===== config.mk =====
export PLATFORM = sky130hd
export DESIGN_NAME = status_led_fade_blink
export DESIGN_NICKNAME = d
export VERILOG_FILES = /design/src/sv/slfb_pkg.sv /design/src/sv/slfb_step.sv /design/src/sv/status_led_fade_blink.sv
export SDC_FILE = /design/constraint.sdc
export NUM_CORES = 1
export LEC_CHECK = 0
export ABC_AREA = 1
export BUFFER_PORTS_ARGS = -buffer_cell sky130_fd_sc_hd__buf_2
export CORE_MARGIN = 2
export CORE_UTILIZATION = 61
export CTS_BUF_LIST = sky130_fd_sc_hd__clkbuf_16
export CTS_CLUSTER_SIZE = 14
export DETAILED_ROUTE_END_ITERATION = 12
export PLACE_DENSITY = 0.81
export SETUP_SLACK_MARGIN = 0.5
export SYNTH_ARGS = -nofsm -noshare
export SYNTH_HDL_FRONTEND = slang
export SYNTH_SLANG_ARGS = --single-unit

===== constraint.sdc =====
create_clock -name clk_i -period 4.3 [get_ports clk_i]
set_input_delay 0.43 -clock clk_i [delete_from_list [all_inputs] [get_ports clk_i]]
set_output_delay 0.43 -clock clk_i [all_outputs]
set_load 0.01 [all_outputs]

===== src/sv/slfb_pkg.sv =====
// Package for the status LED fade/blink block: types, codes and reset values.
// No dependencies.
package slfb_pkg;

  localparam int unsigned TimerWidthDef = 16;

  localparam logic [7:0]  MaxBrightRst = 8'd64;
  localparam logic [15:0] FadeIvlRst   = 16'd80;
  localparam logic [15:0] BlinkIvlRst  = 16'd500;
  localparam logic [7:0]  HoldStepsRst = 8'd25;
  localparam logic [7:0]  DutyTop      = 8'd255;

  typedef enum logic [2:0] {
    MODE_OFF         = 3'd0,
    MODE_BLUE_ON     = 3'd1,
    MODE_WHITE_ON    = 3'd2,
    MODE_BLUE_FADE   = 3'd3,
    MODE_WHITE_FADE  = 3'd4,
    MODE_BLUE_BLINK  = 3'd5,
    MODE_WHITE_BLINK = 3'd6
  } mode_e;

  typedef enum logic [2:0] {
    CFG_MODE       = 3'd0,
    CFG_MAX_BRIGHT = 3'd1,
    CFG_FADE_IVL   = 3'd2,
    CFG_BLINK_IVL  = 3'd3,
    CFG_HOLD_STEPS = 3'd4
  } cfg_idx_e;

  typedef enum logic [1:0] {
    DIR_HOLD = 2'd0,
    DIR_UP   = 2'd1,
    DIR_DOWN = 2'd2
  } dir_e;

  typedef struct packed {
    mode_e       mode;
    logic [7:0]  max_bright;
    logic [15:0] fade_ivl;
    logic [15:0] blink_ivl;
    logic [7:0]  hold_steps;
  } cfg_t;

  typedef struct packed {
    logic [7:0] duty;
    dir_e       dir;
    logic [7:0] hold;
  } fade_state_t;

  typedef struct packed {
    logic [7:0] blue_duty;
    logic [7:0] white_duty;
    logic       stepped;
    logic [2:0] current_mode;
  } result_t;

endpackage


===== src/sv/slfb_step.sv =====
// Per-tick update: interval timer, fade/blink duty step and channel mapping.
// Depends on slfb_pkg.
module slfb_step #(
  parameter int unsigned TIMER_WIDTH = slfb_pkg::TimerWidthDef
) (
  input  slfb_pkg::cfg_t        cfg_i,
  input  slfb_pkg::fade_state_t state_i,
  input  logic [TIMER_WIDTH-1:0] elapsed_i,
  input  logic                  tick_i,
  output slfb_pkg::fade_state_t state_o,
  output logic [TIMER_WIDTH-1:0] elapsed_o,
  output slfb_pkg::result_t     result_o
);

  localparam int unsigned CmpW = (TIMER_WIDTH + 1 > 17) ? TIMER_WIDTH + 1 : 17;

  logic                  is_fade;
  logic                  is_blink;
  logic [15:0]           interval;
  logic [CmpW-1:0]       next_cnt;
  logic [CmpW-1:0]       ivl_ext;
  logic                  fire;
  logic                  step_hit;
  logic [7:0]            moved;
  slfb_pkg::fade_state_t faded;

  assign is_fade  = (cfg_i.mode == slfb_pkg::MODE_BLUE_FADE) ||
                    (cfg_i.mode == slfb_pkg::MODE_WHITE_FADE);
  assign is_blink = (cfg_i.mode == slfb_pkg::MODE_BLUE_BLINK) ||
                    (cfg_i.mode == slfb_pkg::MODE_WHITE_BLINK);
  assign interval = is_blink ? cfg_i.blink_ivl : cfg_i.fade_ivl;
  assign next_cnt = {{(CmpW-TIMER_WIDTH){1'b0}}, elapsed_i} + CmpW'(1);
  assign ivl_ext  = {{(CmpW-16){1'b0}}, interval};
  assign fire     = tick_i && (next_cnt > ivl_ext);

  always_comb begin
    case (state_i.dir)
      slfb_pkg::DIR_UP: begin
        moved = (state_i.duty != slfb_pkg::DutyTop) ? state_i.duty + 8'd1 : state_i.duty;
      end
      slfb_pkg::DIR_DOWN: begin
        moved = (state_i.duty != 8'd0) ? state_i.duty - 8'd1 : state_i.duty;
      end
      default: begin
        moved = state_i.duty;
      end
    endcase
    faded.duty = moved;
    faded.dir  = state_i.dir;
    faded.hold = state_i.hold;
    if (moved == 8'd0 && state_i.hold != 8'd0) begin
      faded.dir  = slfb_pkg::DIR_HOLD;
      faded.hold = state_i.hold - 8'd1;
    end else if (moved == 8'd0) begin
      faded.dir = slfb_pkg::DIR_UP;
    end else if (moved >= cfg_i.max_bright) begin
      faded.dir  = slfb_pkg::DIR_DOWN;
      faded.hold = cfg_i.hold_steps;
    end
  end

  always_comb begin
    state_o   = state_i;
    elapsed_o = elapsed_i;
    step_hit  = 1'b0;
    if (tick_i) begin
      if (fire) begin
        elapsed_o = '0;
        if (is_fade) begin
          state_o  = faded;
          step_hit = 1'b1;
        end else if (is_blink) begin
          state_o.duty = (state_i.duty == 8'd0) ? cfg_i.max_bright : 8'd0;
          step_hit     = 1'b1;
        end
      end else begin
        elapsed_o = next_cnt[TIMER_WIDTH] ? '1 : next_cnt[TIMER_WIDTH-1:0];
      end
    end
  end

  always_comb begin
    result_o.blue_duty    = 8'd0;
    result_o.white_duty   = 8'd0;
    result_o.stepped      = step_hit;
    result_o.current_mode = cfg_i.mode;
    case (cfg_i.mode)
      slfb_pkg::MODE_BLUE_ON:     result_o.blue_duty  = cfg_i.max_bright;
      slfb_pkg::MODE_WHITE_ON:    result_o.white_duty = cfg_i.max_bright;
      slfb_pkg::MODE_BLUE_FADE,
      slfb_pkg::MODE_BLUE_BLINK:  result_o.blue_duty  = state_o.duty;
      slfb_pkg::MODE_WHITE_FADE,
      slfb_pkg::MODE_WHITE_BLINK: result_o.white_duty = state_o.duty;
      default: begin
      end
    endcase
  end

endmodule


===== src/sv/status_led_fade_blink.sv =====
// Top level of the two-channel status LED duty generator.
// Depends on slfb_pkg and slfb_step.
//
// Each request carries one millisecond tick; the block accepts one request per clock and
// returns its result from an output register the cycle after acceptance. The input stays
// ready whenever the output register is empty or is being drained in the same cycle, so
// the sustained rate is one request per cycle, set by the single timer/duty update stage.
// Configuration writes are taken at any time (cfg_ready_o is always high) and must only
// be issued while no request is in flight. A mode write clears the duty and hold count.
module status_led_fade_blink #(
  parameter int unsigned TIMER_WIDTH = slfb_pkg::TimerWidthDef
) (
  input  logic        clk_i,
  input  logic        rst_ni,
  input  logic        cfg_valid_i,
  output logic        cfg_ready_o,
  input  logic [2:0]  cfg_index_i,
  input  logic [15:0] cfg_data_i,
  input  logic        in_valid_i,
  output logic        in_ready_o,
  input  logic        tick_i,
  output logic        out_valid_o,
  input  logic        out_ready_i,
  output logic [7:0]  blue_duty_o,
  output logic [7:0]  white_duty_o,
  output logic        stepped_o,
  output logic [2:0]  current_mode_o
);

  slfb_pkg::cfg_t        cfg_q, cfg_d;
  slfb_pkg::fade_state_t state_q, state_d, step_state;
  logic [TIMER_WIDTH-1:0] elapsed_q, elapsed_d, step_elapsed;
  slfb_pkg::result_t     result_q, step_result;
  logic                  out_valid_q, out_valid_d;
  logic                  in_acc;
  logic                  cfg_acc;

  assign cfg_ready_o = 1'b1;
  assign in_ready_o  = !out_valid_q || out_ready_i;
  assign in_acc      = in_valid_i && in_ready_o;
  assign cfg_acc     = cfg_valid_i && cfg_ready_o;

  slfb_step #(
    .TIMER_WIDTH(TIMER_WIDTH)
  ) u_step (
    .cfg_i     (cfg_q),
    .state_i   (state_q),
    .elapsed_i (elapsed_q),
    .tick_i    (tick_i),
    .state_o   (step_state),
    .elapsed_o (step_elapsed),
    .result_o  (step_result)
  );

  always_comb begin
    cfg_d     = cfg_q;
    state_d   = state_q;
    elapsed_d = elapsed_q;
    if (in_acc) begin
      state_d   = step_state;
      elapsed_d = step_elapsed;
    end
    if (cfg_acc) begin
      case (slfb_pkg::cfg_idx_e'(cfg_index_i))
        slfb_pkg::CFG_MODE: begin
          cfg_d.mode = slfb_pkg::mode_e'(cfg_data_i[2:0]);
          state_d.duty = 8'd0;
          state_d.dir  = slfb_pkg::DIR_UP;
          state_d.hold = 8'd0;
        end
        slfb_pkg::CFG_MAX_BRIGHT: cfg_d.max_bright = cfg_data_i[7:0];
        slfb_pkg::CFG_FADE_IVL:   cfg_d.fade_ivl   = cfg_data_i;
        slfb_pkg::CFG_BLINK_IVL:  cfg_d.blink_ivl  = cfg_data_i;
        slfb_pkg::CFG_HOLD_STEPS: cfg_d.hold_steps = cfg_data_i[7:0];
        default: begin
        end
      endcase
    end
  end

  always_comb begin
    out_valid_d = out_valid_q;
    if (in_acc) begin
      out_valid_d = 1'b1;
    end else if (out_ready_i) begin
      out_valid_d = 1'b0;
    end
  end

  always_ff @(posedge clk_i or negedge rst_ni) begin
    if (!rst_ni) begin
      cfg_q.mode       <= slfb_pkg::MODE_OFF;
      cfg_q.max_bright <= slfb_pkg::MaxBrightRst;
      cfg_q.fade_ivl   <= slfb_pkg::FadeIvlRst;
      cfg_q.blink_ivl  <= slfb_pkg::BlinkIvlRst;
      cfg_q.hold_steps <= slfb_pkg::HoldStepsRst;
      state_q.duty     <= 8'd0;
      state_q.dir      <= slfb_pkg::DIR_UP;
      state_q.hold     <= 8'd0;
      elapsed_q        <= '0;
      out_valid_q      <= 1'b0;
    end else begin
      cfg_q       <= cfg_d;
      state_q     <= state_d;
      elapsed_q   <= elapsed_d;
      out_valid_q <= out_valid_d;
    end
  end

  always_ff @(posedge clk_i) begin
    if (in_acc) begin
      result_q <= step_result;
    end
  end

  assign out_valid_o    = out_valid_q;
  assign blue_duty_o    = result_q.blue_duty;
  assign white_duty_o   = result_q.white_duty;
  assign stepped_o      = result_q.stepped;
  assign current_mode_o = result_q.current_mode;

endmodule


==> impl_metrics.ini, run 1 <==
[outcome]
status = completed

[logic_synthesis]
yosys_warnings = 0
synth_seq_cells = 106
synth_cell_types = 41
synth_edf_count = 20
async_flop_share_pct = 81.1
synth_cells = 789
synth.avg_cell_area_um2 = 8.06
ys.flop_type = dfrtp_1
syn_nets = 845
netlist_area_mm2 = 0.00636
ys_seq_area_share_pct = 43.5

[global_route]
grt_pass1_vias = 5344
grt_overflow = 0
grt_pass1_wl_mm = 25.4
grt_max_degree = 87
grt.total_usage_pct = 28.6
grt_antenna_before_repair = 0

[die]
start_util_pct = 62.2
pin_count = 48
coreArea_mm2 = 0.0102
fp.dieW_um = 106
die-area_mm2 = 0.0113
rows = 37
die_y_um = 106

[finish]
final.fill_count = 803
final_common_cell = nand2_1
syn_to_final_growth_pct = 11.2
layout-drive-gt1-share_pct = 16.5
fin_cells = 973
register_area_mm2 = 0.00277
most-common-layout-cells = nand2_1, inv_1, dfrtp_1, o21ai_0, nor2_1
nNetsFinal = 888
multiInputGateArea_mm2 = 0.00319
diodes = 0

[sta]
fin_setup_tns_ps = 0
hold_viol = 0
maxSlewViolCount = 0
finalClockSkew_ps = 12.8
worst_slew_pin_slew_ps = 1110
setup_violations = 0
fin_crit_ps = 3610
hold_ws_ps = 275
rsz0062_at_grt = no
fmax_ghz = 0.277
period_share_pct = 83.9
slew_headroom_pct = 25.6

[setup_path]
startpoint_type = flop
reg2reg_depth = 23
r2r-end = blue_duty_o[0]$_DFFE_PP_
path_common_cell = nand2_1
worstSetupPathType = flop to flop
r2r_slack_ps = 690
required_ps = 4360
rr_startpoint = elapsed_q[1]$_DFFE_PN0P_
critPathMaxStageDelay_ps = 400
cp_data_arrival_time_ps = 3670
endpoint_kind = flop
critPathMaxFanout = 7
critPathSlowestCell = dfrtp_1
crit_chain = ha_2, nand2_1, nor2_4, nand3_1, nor2_1, inv_1, nor3_2, xor2_1, ha_1, nand2_1, inv_1, o21bai_1, nand2_1, nand2_1, nand2_1, a21oi_1, nand2_1, nand2_1, nand2_2, nand2_4, clkinvlp_4, o21ai_2, o22ai_1

[cts]
clock_path_buffers = 2
insertion_delay_ps = 350
cts_sinks = 106
clk_pin_slew_ps = 70
cts_buffers = 9
cts_tree = done
cts_root_buf = clkbuf_16
cts_max_level = 3
ctsHoldBuffers = 0

[power_and_ir_drop]
p_leak_nw = 3.46
power_frac_comb_pct = 52.5
power.density_mw_per_mm2 = 732
peakVddDrop_mv = 0.372
p_int_mw = 2.75
switching_share_pct = 46.9
clkPwrFrac_pct = 15.4
power.switching_mw = 2.43
seq_power_share_pct = 32.1

[min_path]
min_path_type = input port to asynchronous set/reset pin

[routing]
wire_per_inst_um = 15.9
drtAntennaViolNets = 0
viasPerCell = 5.72
drt_iter0_markers = 427
drt-total-wl_mm = 15.4
drc = 0
num_vias = 5567
drt-pass1-iter-count = 6

[placed_design]
hpwl_mm = 10.8
port_buffers = 46
globalplace.congestion = 0.990
dp.cells = 952

[run]
drv_cap = 0
cell families after synthesis:
family                   Yosys count  synth area share (%)
other                              1                0.0589
AO/OA/AOI/OAI                    149                  12.9
multiplexers                      15                  2.36
buffers and inverters            117                  7.43
flip-flops                       106                  43.5
XOR/XNOR                          20                  2.75
adder cells (fa/ha/maj)           31                  6.10
AND/OR/NAND/NOR                  350                  24.9
per-layer routing:
metal | track usage [%] | up-vias | wire (µm)
met4 | 11.7 | 0 | 415
met1 | 39.9 | 2619 | 6710
met3 | 5.33 | 38 | 1110
li1 | - | 2684 | -
met5 | 0 | - | 0
met2 | 44.0 | 226 | 7180
repair_timing:
item / CTS / global route
setup buffers: 0 / 4
endpoints found under the setup margin: 0 / 43
resized for setup: 0 / 26
per-stage QoR:
step	cell area [µm²]	utilization [%]	setup slack, ps	total power, mW
after detailed placement	6680	65.3	644	4.19
after floorplan	6360	-	1090	3.58
after CTS	6960	68.1	572	5.00
after global placement	6680	65.3	813	4.08
after global routing	7070	69.1	433	5.60
final	7070	69.1	693	5.18
state kept, by name (all words and copies together) (netlist names):
name / flops
blue_duty_o: 8
cfg_q: 51
current_mode_o: 3
elapsed_q: 16
out_valid_o: 1
state_q: 18
stepped_o: 1
white_duty_o: 8
area by class of cell:
class                   instances  share of cell area, %
clock buffers                   9                   3.18
repair buffers                 54                   4.14
flip-flops and latches        106                   39.1
clock inverters                 7                  0.831
well taps                     136                   2.41
multi-input cells             566                   45.1
inverters                      94                   5.08
repair inverters                1                  0.106
worst max-delay path by stage:
stage	start	to	slack [ps]
2_1_floorplan	cfg_q[49]$_DFFE_PN0P_	blue_duty_o[1]$_DFFE_PP_	1090
3_3_place_gp	elapsed_q[0]$_DFFE_PN0P_	blue_duty_o[4]$_DFFE_PP_	810
3_5_place_dp	elapsed_q[0]$_DFFE_PN0P_	blue_duty_o[7]$_DFFE_PP_	640
4_1_cts	elapsed_q[0]$_DFFE_PN0P_	blue_duty_o[7]$_DFFE_PP_	570
5_1_grt	elapsed_q[1]$_DFFE_PN0P_	blue_duty_o[0]$_DFFE_PP_	430
6_report	elapsed_q[1]$_DFFE_PN0P_	blue_duty_o[0]$_DFFE_PP_	690
cell usage after synthesis, drive strengths merged (11+ instances only):
library cell / n / area [µm²]
nand3: 37 / 203
edfxtp: 20 / 601
nor2: 74 / 357
inv: 93 / 352
clkbuf: 12 / 45.0
xor2: 13 / 114
o22ai: 34 / 213
nand2: 211 / 850
a21oi: 29 / 145
mux2i: 15 / 150
ha: 31 / 388
dfstp: 13 / 342
dfrtp: 73 / 1830
o21ai: 79 / 395
buf: 11 / 72.6
power groups by stage:
stage	clock network (mW)	logic, mW	registers, mW
after floorplan	0	2.02	1.55
after global placement	0	2.43	1.64
after detailed placement	0	2.54	1.65
after CTS	0.809	2.55	1.64
after global routing	0.844	3.05	1.70
final	0.796	2.72	1.66
worst max-delay path, delay by kind of cell (launching register included):
kind	cells	cell delay, ps
buf+inv	3	370
compound gates	4	630
simple gates	13	1200
xor+xnor	1	230
flops	1	400
fa+ha+maj	2	490
No activity file was read; power rests on OpenSTA's default activity.
==> inputs of run 2 (changes only) <==
clock period = 3.52 ns   (was 4.3 ns; I/O delays follow)
==> run 2 against run 1 <==
Against the previous run:
- the flow now finishes with violations (setup timing)
- critical endpoint is now blue_duty_o[2]$_DFFE_PP_
- sequential cell count unchanged
- largest power group unchanged
- final cell count up 3.5%
- count of clock-buffer cells in the layout unchanged
- sequential power up 23%
- register-to-register slack worse by 950 ps
- utilization up 5.8 points
- die area unchanged
==> impl_metrics.ini, run 2 (synthesis gave the netlist of run 1 again) <==
[sta]
final.setup.worst_slack_ps = -254
fmax_ghz = 0.265
setup_violations = 49
finalClockSkew_ps = 9.53
period_share_pct = 107
rsz0062_at_grt = yes
slew_headroom_pct = 19.0
fin_crit_ps = 3770
maxSlewViolCount = 0
hold_viol = 0
worst_slew_pin_slew_ps = 1210

[placed_design]
port_buffers = 46
globalplace.congestion = 0.954
place_ws_ps = 16.6
hpwl_mm = 10.9
dp.cells = 955
dpl_cell_area_mm2 = 0.00674

[die]
pin_count = 48
die_y_um = 106
rows = 37
start_util_pct = 62.2
coreArea_mm2 = 0.0102
die-area_mm2 = 0.0113
fp.dieW_um = 106

[routing]
drt-pass1-iter-count = 9
drtAntennaViolNets = 0
drc = 0
drt-total-wl_mm = 18.3
viasPerCell = 6.11
wire_per_inst_um = 18.2
drt_iter0_markers = 661
num_vias = 6152

[cts]
cts_tree = done
cts_max_level = 3
clock_path_buffers = 2
clk_pin_slew_ps = 70
cts_sinks = 106
insertion_delay_ps = 350
cts_buffers = 9
cts_root_buf = clkbuf_16

[finish]
largest-register = cfg_q
largest_reg_flops = 51
final_area_mm2 = 0.00767
largest_registers = cfg_q x51, state_q x18, elapsed_q x16
most-common-layout-cells = nand2_1, inv_1, dfrtp_1, o21ai_0, buf_2
syn_to_final_growth_pct = 20.6
final_common_cell = nand2_1
layout-drive-gt1-share_pct = 25.6
final.fill_count = 669
diodes = 0
register_area_mm2 = 0.00277
multiInputGateArea_mm2 = 0.00349
nNetsFinal = 922
fin_cells = 1007

[power_and_ir_drop]
p_leak_nw = 3.72
power.total_mw = 7.21
power.density_mw_per_mm2 = 939
peakVddDrop_mv = 0.455

[setup_path]
critPathMaxStageDelay_ps = 400
critPathMaxFanout = 7
cp_data_arrival_time_ps = 3840
worstSetupPathType = flop to flop
endpoint_kind = flop
required_ps = 3590
critPathSlowestCell = dfrtp_1
startpoint_type = flop
path_common_cell = nand2_1

[outcome]
status = finished, violations left
violations = setup timing

[min_path]
min_path_type = input port to asynchronous set/reset pin

[global_route]
grt.total_usage_pct = 30.8
grt_max_degree = 87
grt_pass1_vias = 5719
grt_overflow = 0
grt_antenna_before_repair = 0
grt_pass1_wl_mm = 27.3

[run]
drv_cap = 0
-- run 2: changes by cell type in the layout (fill, tap and decap cells not counted), moves of 7 or more --
cell	before	now
buf_4	9	34
nor2_1	59	42
nor2_2	6	20
nand2_1	196	184
buf_6	0	7
-- run 2: through the flow --
step / setup TNS (ps) / utilization, % / hold slack (ps)
2_1_floorplan: 0 / - / 56.4
3_3_place_gp: 0 / 65.9 / 461
3_5_place_dp: 0 / 65.9 / 470
4_1_cts: 0 / 71.5 / 230
5_1_grt: -12060 / 75.0 / 274
6_report: -7090 / 75.0 / 195
-- run 2: layer usage --
metal  up-vias  global-route usage [%]  routed length [µm]
li1       2767                       -                   -
met1      2860                    41.1                7220
met2       405                    48.9                8380
met3       120                    5.21                1650
met4         0                    15.2                1090
met5         -                       0                   0
-- run 2: final timing paths --
| check | start | to | slack [ps] | cells past startpoint |
|---|---|---|---|---|
| max | elapsed_q[0]$_DFFE_PN0P_ | blue_duty_o[2]$_DFFE_PP_ | -250 | 25 |
| min | rst_ni | cfg_q[35]$_DFFE_PN0P_ | 200 | 1 |
| max reg2reg | elapsed_q[0]$_DFFE_PN0P_ | blue_duty_o[2]$_DFFE_PP_ | -250 | 25 |
| min reg2reg | cfg_q[21]$_DFFE_PN0P_ | cfg_q[21]$_DFFE_PN0P_ | 490 | 2 |
| max in group asynchronous | rst_ni | state_q[10]$_DFF_PN0_ | 2540 | 1 |
| min in group clk_i | cfg_data_i[8] | cfg_q[16]$_DFFE_PN1P_ | 240 | 3 |
-- run 2: what timing repair did --
action,4_1_cts,5_1_grt
pin swaps,9,22
cloned,0,0
setup buffers,22,14
setup endpoints to repair,49,51
gates resized for setup,45,64
hold buffers,0,0
-- run 2: layout make-up --
class                   instances  area share [%]
clock buffers                   9            2.94
repair buffers                 89            7.94
flip-flops and latches        106            36.2
multi-input cells             566            45.4
clock inverters                 7           0.489
inverters                      94            4.81
well taps                     136            2.22
-- run 2: worst max-delay path, delay by kind of cell, from the launching register on --
kind / cells / cell delay, ps
AOI/OAI and AO/OA: 4 / 570
xor gates and xnor gates: 1 / 290
adders and majority gates: 2 / 460
buffers and inverters: 5 / 410
DFF: 1 / 400
and+or+nand+nor: 13 / 1350
-- run 2: where the power goes --
| group | switching (mW) | internal, mW |
|---|---|---|
| sequential | 0.410 | 1.64 |
| clock | 0.448 | 0.473 |
| combinational | 2.59 | 1.64 |
| total | 3.45 | 3.75 |
